--- src/hw/rtl/qph_pkg.sv ---
// shared constants and types for the quadratic probing hash insert core
package qph_pkg;

  // fixed field widths
  localparam int KEY_W       = 31;
  localparam int SLOT_W      = 10;
  localparam int CFG_W       = 11;
  localparam int IN_TDATA_W  = 32;
  localparam int OUT_TDATA_W = 16;
  localparam int OUT_TUSER_W = 1;

  // serial divider step counter
  localparam int DIV_CNT_W = 5;

  // table size after reset
  localparam logic [CFG_W-1:0] TABLE_SIZE_RST = 11'd1021;

  // occupancy table access request
  typedef struct packed {
    logic rd;
    logic wr_set;
  } occ_cmd_t;

endpackage

--- src/hw/rtl/qph_mod_div.sv ---
// serial restoring modulo unit, one key bit per cycle
module qph_mod_div #(
  parameter int SZ_W = 11
) (
  input  logic                      clk,
  input  logic                      rst_n,
  input  logic                      start,
  input  logic [qph_pkg::KEY_W-1:0] key,
  input  logic [SZ_W-1:0]           size,
  output logic                      done,
  output logic [SZ_W-1:0]           rem
);
  import qph_pkg::*;

  logic                 busy_r;
  logic                 done_r;
  logic [DIV_CNT_W-1:0] cnt_r;
  logic [KEY_W-1:0]     key_r;
  logic [SZ_W-1:0]      rem_r;
  logic [SZ_W:0]        trial;
  logic [SZ_W:0]        diff;
  logic [SZ_W-1:0]      rem_nxt;

  // shift in next key bit and subtract size when it fits
  always_comb begin
    trial   = {rem_r, key_r[KEY_W-1]};
    diff    = trial - {1'b0, size};
    rem_nxt = (trial >= {1'b0, size}) ? diff[SZ_W-1:0] : trial[SZ_W-1:0];
  end

  // step control
  always_ff @(posedge clk) begin
    if (!rst_n) begin
      busy_r <= 1'b0;
      done_r <= 1'b0;
      cnt_r  <= '0;
    end else begin
      done_r <= 1'b0;
      if (start) begin
        busy_r <= 1'b1;
        cnt_r  <= DIV_CNT_W'(KEY_W - 1);
      end else if (busy_r) begin
        cnt_r <= cnt_r - 1'b1;
        if (cnt_r == '0) begin
          busy_r <= 1'b0;
          done_r <= 1'b1;
        end
      end
    end
  end

  // dividend and partial remainder
  always_ff @(posedge clk) begin
    if (start) begin
      key_r <= key;
      rem_r <= '0;
    end else if (busy_r) begin
      key_r <= key_r << 1;
      rem_r <= rem_nxt;
    end
  end

  assign done = done_r;
  assign rem  = rem_r;

endmodule

--- src/hw/rtl/qph_probe_gen.sv ---
// probe address sequencer: home + k*k mod size built from running odd steps
module qph_probe_gen #(
  parameter int SZ_W  = 11,
  parameter int IDX_W = 10
) (
  input  logic             clk,
  input  logic             load,
  input  logic             step,
  input  logic [IDX_W-1:0] home,
  input  logic [SZ_W-1:0]  size,
  output logic [IDX_W-1:0] addr,
  output logic             last
);
  import qph_pkg::*;

  localparam int W1 = SZ_W + 1;

  logic [IDX_W-1:0] p_r;
  logic [IDX_W-1:0] d_r;
  logic [SZ_W-1:0]  left_r;
  logic [W1-1:0]    size_x;
  logic [W1-1:0]    psum;
  logic [W1-1:0]    dsum;
  logic [W1-1:0]    dsum1;
  logic [W1-1:0]    p_nxt;
  logic [W1-1:0]    d_nxt;

  // next probe offset and next odd increment, both reduced mod size
  always_comb begin
    size_x = W1'(size);
    psum   = W1'(p_r) + W1'(d_r);
    p_nxt  = (psum >= size_x) ? psum - size_x : psum;
    dsum   = W1'(d_r) + W1'(2);
    dsum1  = (dsum >= size_x) ? dsum - size_x : dsum;
    // a size of one needs a second subtract
    d_nxt  = (dsum1 >= size_x) ? dsum1 - size_x : dsum1;
  end

  // probe state
  always_ff @(posedge clk) begin
    if (load) begin
      p_r    <= home;
      d_r    <= (size == SZ_W'(1)) ? '0 : IDX_W'(1);
      left_r <= (size >> 1) + SZ_W'(2);
    end else if (step) begin
      p_r    <= p_nxt[IDX_W-1:0];
      d_r    <= d_nxt[IDX_W-1:0];
      left_r <= left_r - 1'b1;
    end
  end

  assign addr = p_r;
  assign last = (left_r == SZ_W'(1));

endmodule

--- src/hw/rtl/qph_occ_table.sv ---
// occupancy bit memory with clearing sweep after reset
module qph_occ_table #(
  parameter int DEPTH = 1024,
  parameter int IDX_W = 10
) (
  input  logic              clk,
  input  logic              rst_n,
  input  qph_pkg::occ_cmd_t cmd,
  input  logic [IDX_W-1:0]  rd_addr,
  input  logic [IDX_W-1:0]  wr_addr,
  output logic              rd_data,
  output logic              clr_busy
);
  import qph_pkg::*;

  logic             mem [DEPTH];
  logic             rd_data_r;
  logic             clr_busy_r;
  logic [IDX_W-1:0] clr_idx_r;

  // clearing sweep, one entry per cycle
  always_ff @(posedge clk) begin
    if (!rst_n) begin
      clr_busy_r <= 1'b1;
      clr_idx_r  <= '0;
    end else if (clr_busy_r) begin
      clr_idx_r <= clr_idx_r + 1'b1;
      if (clr_idx_r == IDX_W'(DEPTH - 1)) begin
        clr_busy_r <= 1'b0;
      end
    end
  end

  // single write port, registered read
  always_ff @(posedge clk) begin
    if (clr_busy_r) begin
      mem[clr_idx_r] <= 1'b0;
    end else if (cmd.wr_set) begin
      mem[wr_addr] <= 1'b1;
    end
    if (cmd.rd) begin
      rd_data_r <= mem[rd_addr];
    end
  end

  assign rd_data  = rd_data_r;
  assign clr_busy = clr_busy_r;

endmodule

--- src/hw/rtl/quadratic_probe_hash_insert_core.sv ---
// top level of the quadratic probing hash insert core
// Inserts one 31-bit key per request into an open-addressed table of
// TABLE_DEPTH occupancy bits held in a synchronous memory with one write
// port and a registered read. The home slot is key mod table_size, found
// by a serial divider; then one probe per cycle reads home + k*k mod
// table_size for k up to table_size/2+1, and the first free slot is marked
// and returned with placed=1 (placed=0 and slot 0 when none is free). A
// table size of zero answers with placed=0 and slot 0 without dividing or
// probing. After reset the table is cleared entry by entry, during which no
// request is taken. A finished result waits in an output register while
// the next request is accepted. table_size above TABLE_DEPTH acts as
// TABLE_DEPTH; writing it does not clear the table.
module quadratic_probe_hash_insert_core #(
  parameter int TABLE_DEPTH = 1024
) (
  input  logic                            clk,
  input  logic                            rst_n,
  // configuration write: table_size
  input  logic                            cfg_valid,
  output logic                            cfg_ready,
  input  logic [qph_pkg::CFG_W-1:0]       cfg_data,
  // key request: in_tdata holds key [30:0]
  input  logic                            in_tvalid,
  output logic                            in_tready,
  input  logic [qph_pkg::IN_TDATA_W-1:0]  in_tdata,
  // result: out_tdata holds slot [9:0]; out_tuser holds placed [0]
  output logic                            out_tvalid,
  input  logic                            out_tready,
  output logic [qph_pkg::OUT_TDATA_W-1:0] out_tdata,
  output logic [qph_pkg::OUT_TUSER_W-1:0] out_tuser
);
  import qph_pkg::*;

  localparam int IDX_W = (TABLE_DEPTH > 1) ? $clog2(TABLE_DEPTH) : 1;
  localparam int SZ_W  = $clog2(TABLE_DEPTH + 1);
  localparam int XW    = (IDX_W > SLOT_W) ? IDX_W : SLOT_W;

  typedef enum logic [3:0] {
    S_IDLE   = 4'b0001,
    S_DIV    = 4'b0010,
    S_PROBE  = 4'b0100,
    S_RESULT = 4'b1000
  } state_t;

  state_t           state_r, state_nxt;
  logic [CFG_W-1:0] table_size_r;
  logic [SZ_W-1:0]  eff_size;
  logic             in_acc;

  logic             div_done;
  logic [SZ_W-1:0]  div_rem;

  logic             pg_load;
  logic             pg_step;
  logic [IDX_W-1:0] pg_addr;
  logic             pg_last;

  occ_cmd_t         occ_cmd;
  logic             occ_rd_data;
  logic             clr_busy;

  logic             pend_r, pend_nxt;
  logic [IDX_W-1:0] pend_addr_r;
  logic             pend_last_r;
  logic             issued_all_r, issued_all_nxt;
  logic             found;
  logic             miss_end;

  logic [IDX_W-1:0] res_addr_r, res_addr_nxt;
  logic             res_placed_r, res_placed_nxt;
  logic [XW-1:0]    res_wide;

  logic             out_valid_r;
  logic [SLOT_W-1:0] out_slot_r;
  logic             out_placed_r;
  logic             out_load;

  // table size saturated to the depth
  always_comb begin
    if (32'(table_size_r) > 32'(TABLE_DEPTH)) begin
      eff_size = SZ_W'(TABLE_DEPTH);
    end else begin
      eff_size = SZ_W'(table_size_r);
    end
  end

  // configuration register
  assign cfg_ready = 1'b1;
  always_ff @(posedge clk) begin
    if (!rst_n) begin
      table_size_r <= TABLE_SIZE_RST;
    end else if (cfg_valid) begin
      table_size_r <= cfg_data;
    end
  end

  assign in_tready = (state_r == S_IDLE) && !clr_busy;
  assign in_acc    = in_tvalid && in_tready;

  qph_mod_div #(
    .SZ_W (SZ_W)
  ) u_div (
    .clk   (clk),
    .rst_n (rst_n),
    .start (in_acc && (eff_size != '0)),
    .key   (in_tdata[KEY_W-1:0]),
    .size  (eff_size),
    .done  (div_done),
    .rem   (div_rem)
  );

  qph_probe_gen #(
    .SZ_W  (SZ_W),
    .IDX_W (IDX_W)
  ) u_probe (
    .clk  (clk),
    .load (pg_load),
    .step (pg_step),
    .home (div_rem[IDX_W-1:0]),
    .size (eff_size),
    .addr (pg_addr),
    .last (pg_last)
  );

  qph_occ_table #(
    .DEPTH (TABLE_DEPTH),
    .IDX_W (IDX_W)
  ) u_table (
    .clk      (clk),
    .rst_n    (rst_n),
    .cmd      (occ_cmd),
    .rd_addr  (pg_addr),
    .wr_addr  (pend_addr_r),
    .rd_data  (occ_rd_data),
    .clr_busy (clr_busy)
  );

  // probe results returning from the table
  assign found    = (state_r == S_PROBE) && pend_r && !occ_rd_data;
  assign miss_end = (state_r == S_PROBE) && pend_r && occ_rd_data && pend_last_r;

  // output register takes a result when empty or being drained
  assign out_load = (state_r == S_RESULT) && (!out_valid_r || out_tready);

  // control sequencing
  always_comb begin
    state_nxt      = state_r;
    pg_load        = 1'b0;
    pg_step        = 1'b0;
    occ_cmd        = '0;
    pend_nxt       = 1'b0;
    issued_all_nxt = issued_all_r;
    res_addr_nxt   = res_addr_r;
    res_placed_nxt = res_placed_r;
    unique case (state_r)
      S_IDLE: begin
        if (in_acc) begin
          if (eff_size == '0) begin
            res_addr_nxt   = '0;
            res_placed_nxt = 1'b0;
            state_nxt      = S_RESULT;
          end else begin
            state_nxt = S_DIV;
          end
        end
      end
      S_DIV: begin
        if (div_done) begin
          pg_load        = 1'b1;
          issued_all_nxt = 1'b0;
          state_nxt      = S_PROBE;
        end
      end
      S_PROBE: begin
        if (found) begin
          occ_cmd.wr_set = 1'b1;
          res_addr_nxt   = pend_addr_r;
          res_placed_nxt = 1'b1;
          state_nxt      = S_RESULT;
        end else if (miss_end) begin
          res_addr_nxt   = '0;
          res_placed_nxt = 1'b0;
          state_nxt      = S_RESULT;
        end else if (!issued_all_r) begin
          // issue the next probe read
          occ_cmd.rd = 1'b1;
          pg_step    = 1'b1;
          pend_nxt   = 1'b1;
          if (pg_last) begin
            issued_all_nxt = 1'b1;
          end
        end
      end
      S_RESULT: begin
        if (out_load) begin
          state_nxt = S_IDLE;
        end
      end
      default: begin
        state_nxt = S_IDLE;
      end
    endcase
  end

  // control registers
  always_ff @(posedge clk) begin
    if (!rst_n) begin
      state_r      <= S_IDLE;
      pend_r       <= 1'b0;
      issued_all_r <= 1'b0;
      out_valid_r  <= 1'b0;
    end else begin
      state_r      <= state_nxt;
      pend_r       <= pend_nxt;
      issued_all_r <= issued_all_nxt;
      if (out_load) begin
        out_valid_r <= 1'b1;
      end else if (out_tready) begin
        out_valid_r <= 1'b0;
      end
    end
  end

  // in-flight probe and result payload
  always_ff @(posedge clk) begin
    if (pg_step) begin
      pend_addr_r <= pg_addr;
      pend_last_r <= pg_last;
    end
    res_addr_r   <= res_addr_nxt;
    res_placed_r <= res_placed_nxt;
  end

  // slot narrowed or widened to the output field
  assign res_wide = XW'(res_addr_r);

  always_ff @(posedge clk) begin
    if (out_load) begin
      out_slot_r   <= res_wide[SLOT_W-1:0];
      out_placed_r <= res_placed_r;
    end
  end

  assign out_tvalid = out_valid_r;
  assign out_tdata  = OUT_TDATA_W'(out_slot_r);
  assign out_tuser  = OUT_TUSER_W'(out_placed_r);

endmodule
--- config.mk ---
export PLATFORM = sky130hd
export DESIGN_NAME = quadratic_probe_hash_insert_core
export DESIGN_NICKNAME = d
export VERILOG_FILES = /design/src/hw/rtl/qph_pkg.sv /design/src/hw/rtl/qph_mod_div.sv /design/src/hw/rtl/qph_probe_gen.sv /design/src/hw/rtl/qph_occ_table.sv /design/src/hw/rtl/quadratic_probe_hash_insert_core.sv
export SDC_FILE = /design/constraint.sdc
export NUM_CORES = 2
export LEC_CHECK = 0
export BUFFER_PORTS_ARGS = -buffer_cell sky130_fd_sc_hd__buf_2
export CAP_MARGIN = 20
export CORE_MARGIN = 2
export CORE_UTILIZATION = 63
export DETAILED_ROUTE_END_ITERATION = 10
export PLACE_DENSITY = 0.9
export RECOVER_POWER = 50
export SLEW_MARGIN = 25
export SYNTH_ARGS = -nofsm -noshare
export SYNTH_HDL_FRONTEND = slang
export SYNTH_SLANG_ARGS = --single-unit
--- constraint.sdc ---
create_clock -name clk -period 6.7 [get_ports clk]
set_clock_uncertainty 0.15 [all_clocks]
set_input_delay 1.34 -clock clk [delete_from_list [all_inputs] [get_ports clk]]
set_output_delay 1.34 -clock clk [all_outputs]
set_load 0.01 [all_outputs]
* Word-level counts from Yosys, hierarchy flattened
Memories as Yosys holds them, arrays and structs flattened. A register that Yosys moved wholly into a read port is not among the register bits. Index checks and enable logic that the tools add are counted.
Storage, ports and cells: RAM bits 1024, latch bits 0, logic and storage cells 143, output and inout bits 20, bits in read-only memories 0, memories kept 1, flip-flop bits (word level) 142, input port bits 48
Memories:
- u_table.mem | words 1024, width 1, rd ports 1, clocked after memory_dff 1, wr ports 1, RTL line qph_occ_table.sv:16 | logic mem [DEPTH];
Cells by class: shift-type cells 0, bitwise gates (word level) 2, div/mod/pow operators 0, multiplexer cells 63, $lt $le $gt $ge 5, reductions and logical operators 26, $add $sub $neg 10, multipliers 0, equal/unequal tests 14
Operators by type and width (number):
- $mux 10 | 11
- $mux 31 | 2
- $mux 11 | 4
- $mux 1 | 32
- $ge 12x11->1 | 2
- $mux 4 | 6
- $add 10x2->11 const B | 2
- $eq 11x1->1 const B | 2
- $ge 11x11->1 | 2
- $pmux 10 s2 | 1
- $sub 10x10->10 | 2
- $pmux 4 s4 | 1
- $mux 12 | 1
- $reduce_and 4->1 | 3
- $sub 11x11->12 | 1
- $add 10x10->11 | 1
- $gt 11x11->1 const B | 1
- $logic_not 11->1 | 1
- $reduce_bool 11->1 | 1
- $sub 11x1->11 const B | 1
- $sub 11x11->11 | 1
- $add 10x1->10 const B | 1
- $eq 10x10->1 const B | 1
- $mux 5 | 2
- other kinds (19) | 38

* Longest topological paths before layout
word-level depth 12, gate-level depth with buffers 25

* Cells and area by module
Synthesis repeated with hierarchy kept, for this count alone.
Unflattened totals: cell total of the unflattened synthesis 4045, area total of the unflattened synthesis 54070.6 um^2
By module, submodules not included:
- qph_occ_table | seq. area each 30999.7 um^2, area each 45338.5 um^2, times used 1, cells each 3199
- qph_probe_gen | seq. area each 930.9 um^2, area each 3987.6 um^2, times used 1, cells each 449
- qph_mod_div | seq. area each 1291.2 um^2, area each 2703.8 um^2, times used 1, cells each 244
- quadratic_probe_hash_insert_core | seq. area each 1351.3 um^2, area each 2040.7 um^2, times used 1, cells each 153

* Least setup slack after synthesis
No wires, ideal clock.
path type register -> register, start point reg table_size_r[7], end point reg u_probe.d_r[1], data pin, cell stages (with the launch flop) 25, slack 650 ps, buffers on the path 2, arrival 5634 ps, cells stage by stage dfxtp_1 -> nor4_1 -> nand2_1 -> o41ai_1 -> nand2_1 -> inv_1 -> fa_1 -> nand2b_1 -> a211oi_1 -> or3_1 -> a211o_1 -> clkbuf_1 -> o21ai_0 -> ha_1 -> inv_1 -> fa_1 -> a21o_1 -> a21oi_1 -> o21ai_0 -> o221a_2 -> o21ai_0 -> and3b_1 -> buf_2 -> mux2i_1 -> nor2_1
On the way: longest elaborated chain between the ends 8, elaborated cells between the ends (all ways) 10
Ends and longest elaborated chain:
- from (decl) | RTL line quadratic_probe_hash_insert_core.sv:46 | logic [CFG_W-1:0] table_size_r;
- from (signal assigned) | RTL line quadratic_probe_hash_insert_core.sv:93 | table_size_r <= cfg_data;
- $gt 11x11->1 | RTL line quadratic_probe_hash_insert_core.sv:80 | if (32'(table_size_r) > 32'(TABLE_DEPTH)) begin
- $mux 11 (*) | RTL line quadratic_probe_hash_insert_core.sv:80
- $sub 11x11->12 / $ge 11x11->1 (equally long branches) | RTL line qph_probe_gen.sv:34 | dsum1 = (dsum >= size_x) ? dsum - size_x : dsum;
- $mux 12 | RTL line qph_probe_gen.sv:34
- $sub 10x10->10 / $ge 12x11->1 (equally long branches) | RTL line qph_probe_gen.sv:36 | d_nxt = (dsum1 >= size_x) ? dsum1 - size_x : dsum1;
- $mux 10 (*) | RTL line qph_probe_gen.sv:36
- $mux 10 (*) | RTL line qph_probe_gen.sv:45 | end else if (step) begin
- $mux 10 (*) | RTL line qph_probe_gen.sv:41 | if (load) begin
- to (signal assigned) | RTL line qph_probe_gen.sv:43 | d_r <= (size == SZ_W'(1)) ? '0 : IDX_W'(1);
- to (signal assigned) | RTL line qph_probe_gen.sv:47 | d_r <= d_nxt[IDX_W-1:0];
- to (decl) | RTL line qph_probe_gen.sv:19 | logic [IDX_W-1:0] d_r;
Every way passes the cells marked *; elsewhere a longest branch is shown, timed or not. The select of a mux whose other input is x is not followed. A chain may end at the register's enable or synchronous reset.

==> qor.yml <==
path_clk_slew_ns: 0.06
fin_cells: 5094
cts_tree: "built"
viasPerCell: 7.00
start_util: 0.637
r2r_slack_ns: -0.22
maxCapViolations: 12
endpoint_kind: "flop"
timing.slew.headroom: -1.18
yosysTopAreaCellShare: 0.630
synth_seq_area_share: 0.647
antennaDiodeCount: 0
yosys.cell_types.count: 85
nFillCells: 5039
synth_area_um2: 53400
crit_path_start_kind: "flop"
finalSetupViolations: 1
slowest_delay_ns: 2.32
period_share: 1.03
p_leak_nw: 16.0
hold_path_class: "reg2reg"
areaGrowthSynthToFinish_pct: 8.60
fmax_ghz: 0.144
grtUsageTotal: 0.337
via_count: 35700
finalInstanceArea_um2: 58000
drt-initial-drc-count: 6223
hold_viol: 0
pre_cts_ws_ns: 0.456
antenna_left: 0
status: "finished with violations"
postCtsSetupRepairBufs: 0
drive_above_1_share: 0.156
grt_max_degree: 282
num_io_pins: 68
vdd_drop_max_uv: 243
slew_viol_final: 816
crit_path_max_fanout: 35
worstPathRequired_ns: 6.86
rsz0062_at_grt: "no"
wire_per_inst_um: 28.9
grt_remaining_overflow: 0
cts_buffers: 110
clockRootBuffer: "clkbuf_16"
worst_pin_slew_ns: 3.27
insertion_delay_ns: 0.70
p_per_area_nw_per_um2: 255
postSynthAreaPerCell_um2: 13.5
ys_async_sr_fraction: 0
die_w_um: 295
grt_pass1_vias: 35800
rows: 106
path_cells: "clkbuf_1 -> nand2_1 -> nor3b_1 -> a32oi_1 -> o211ai_1 -> nor4_1 -> o211ai_1 -> nand4_1"
grt_antenna_before_repair: 9
die_h_um: 295
period_minus_slack_ns: 6.92
violations: "design-rule violations, max-capacitance violations, max-slew violations, negative setup slack"
cp_common_cell: "o211ai_1"
cts_max_path_buffers: 3
seqCellArea_um2: 34600
port_buffers: 59
synth_warnings: 0
timing.setup.tns_ns: -0.221
clock-sinks: 1167
synth-edff-count: 1120
dp.cells: 4885
worst_slack_ns: -0.221
synthTopCellsByArea: "edfxtp_1 63%, mux4_2 9.7%, nor2_1 7.8%"
synthesis.instances: 3947
grt_pass1_wl_mm: 215
criticalPathCategory: "reg2reg"
cp.arrival_ns: 7.08
synth_top_area_cell: "edfxtp_1"
slowest_stage: "clkbuf_1"
core_um2: 83800
place_congestion: 0.890
multi_input_area_um2: 17400
dp_hpwl_mm: 77.6
first_pass_iters: 11
postPlaceCellArea_um2: 54300
drcViolationCount: 5
ys.flop_type: "edfxtp_1"
ctsHtreeMaxLevel: 3
ys_ff_latch: 1167
wirelength_mm: 147
nNetsFinal: 3978
dieArea_um2: 87100
## cell usage after synthesis, types with 47 or more instances
cell type  count
clkbuf_1     137
edfxtp_1    1120
nor3_1        71
buf_2        128
nand3_1       48
dfxtp_1       47
ha_1          62
nand2_1      153
nor2_1      1104
o21ai_0       57
mux2i_1      120
mux4_2       231
a21oi_1       68
a22oi_1       52
## metrics by stage
step                total power [mW]  hold WS, ns   util
finish                          14.8        0.273  0.692
global route                    15.0        0.277  0.692
CTS                             14.7        0.277  0.692
detailed placement              8.47        0.260  0.648
global placement                8.45        0.258  0.647
floorplan                       8.35        0.250      -
## report_power, final
part	internal (mW)	switching [mW]	leakage, nW
Clock	3.66	2.78	1.78
Combinational	0.166	0.272	5.62
Sequential	7.88	0.00938	8.62
Total	11.7	3.07	16.0
## cell usage in the layout (no fill, tap or decap), types with 8 or more instances in the layout
master | netlist | routed
nor2_1 | 1104 | 1102
inv_1 | 36 | 36
clkinv_1 | 0 | 33
dfxtp_1 | 47 | 47
nand2_2 | 0 | 32
a21oi_1 | 68 | 68
mux2_2 | 41 | 39
edfxtp_1 | 1120 | 1120
a21o_1 | 12 | 12
nand3b_1 | 9 | 9
mux2i_1 | 120 | 120
o21a_1 | 13 | 13
o22ai_1 | 26 | 26
and2_0 | 0 | 17
a22oi_1 | 52 | 52
a211oi_1 | 24 | 24
or3_1 | 15 | 8
nor2b_1 | 28 | 25
mux4_2 | 231 | 231
nor4_1 | 15 | 15
buf_4 | 10 | 48
xor2_1 | 25 | 25
clkinv_2 | 0 | 13
ha_1 | 62 | 62
xnor2_1 | 41 | 41
nand4_1 | 17 | 17
nand2b_1 | 18 | 16
nand3_1 | 48 | 45
bufinv_16 | 0 | 13
nor3_1 | 71 | 71
nand2_1 | 153 | 115
buf_2 | 128 | 45
and2_1 | 26 | 8
clkbuf_1 | 137 | 44
clkbuf_16 | 0 | 115
o21ai_0 | 57 | 57
## cells by family (layout without fill, tap and decap cells)
kind of cell,Yosys count,after routing,share of synthesized area
simple gates,1555,1555,0.124
xor+xnor,66,66,0.0108
other cells,2,7,0.000141
compound gates,335,335,0.0420
fa+ha+maj,67,67,0.0164
buf+inv,362,370,0.0310
flops,1167,1167,0.647
mux,393,393,0.129
## sequential cells by signal (all words and copies together) (netlist names), 4 cells and up
register           cells
pend_addr_r           10
state_r                4
u_div.rem             11
res_addr_r            10
table_size_r          11
u_probe.d_r           10
u_div.key_r           31
u_probe.left_r        11
u_table.clr_idx_r     10
u_div.cnt_r            5
out_slot_r            10
u_probe.addr          10
u_table.mem         1024
## per-layer routing
metal / vias up / wire, µm / GRT usage
met3: 889 / 21500 / 0.108
met4: 16 / 11500 / 0.218
met1: 17200 / 45300 / 0.401
met2: 3211 / 68700 / 0.533
met5: - / 116 / 0
li1: 14300 / - / -
## worst max-delay path, delay by kind of cell, from the launching register on
kind	cells	cell delay, ns
buffers and inverters	1	2.32
flip-flops	1	0.48
AND/OR/NAND/NOR	4	2.41
AO/OA/AOI/OAI	3	1.11
## worst paths after layout
path | from | to | depth (start not counted)
max | u_probe.addr[3]$_DFFE_PP_ | u_table.rd_data$_DFFE_PP_ | 8
min | res_addr_r[0]$_SDFFCE_PN0P_ | out_slot_r[0]$_DFFE_PP_ | 0
max reg2reg | u_probe.addr[3]$_DFFE_PP_ | u_table.rd_data$_DFFE_PP_ | 8
min reg2reg | res_addr_r[0]$_SDFFCE_PN0P_ | out_slot_r[0]$_DFFE_PP_ | 0
## repair_timing
item                       CTS  global route
setup endpoints to repair    0            10
resized for setup            0             1
hold buffers                 0             0
## area by class of cell
class	instances	area share
clock buffer	139	0.0515
inverter	36	0.00233
timing repair buffer	125	0.0137
sequential	1167	0.596
clock inverter	70	0.0118
tap	1134	0.0245
multi-input combinational	2423	0.300
Note: power is estimated with default switching activity, not from simulation.
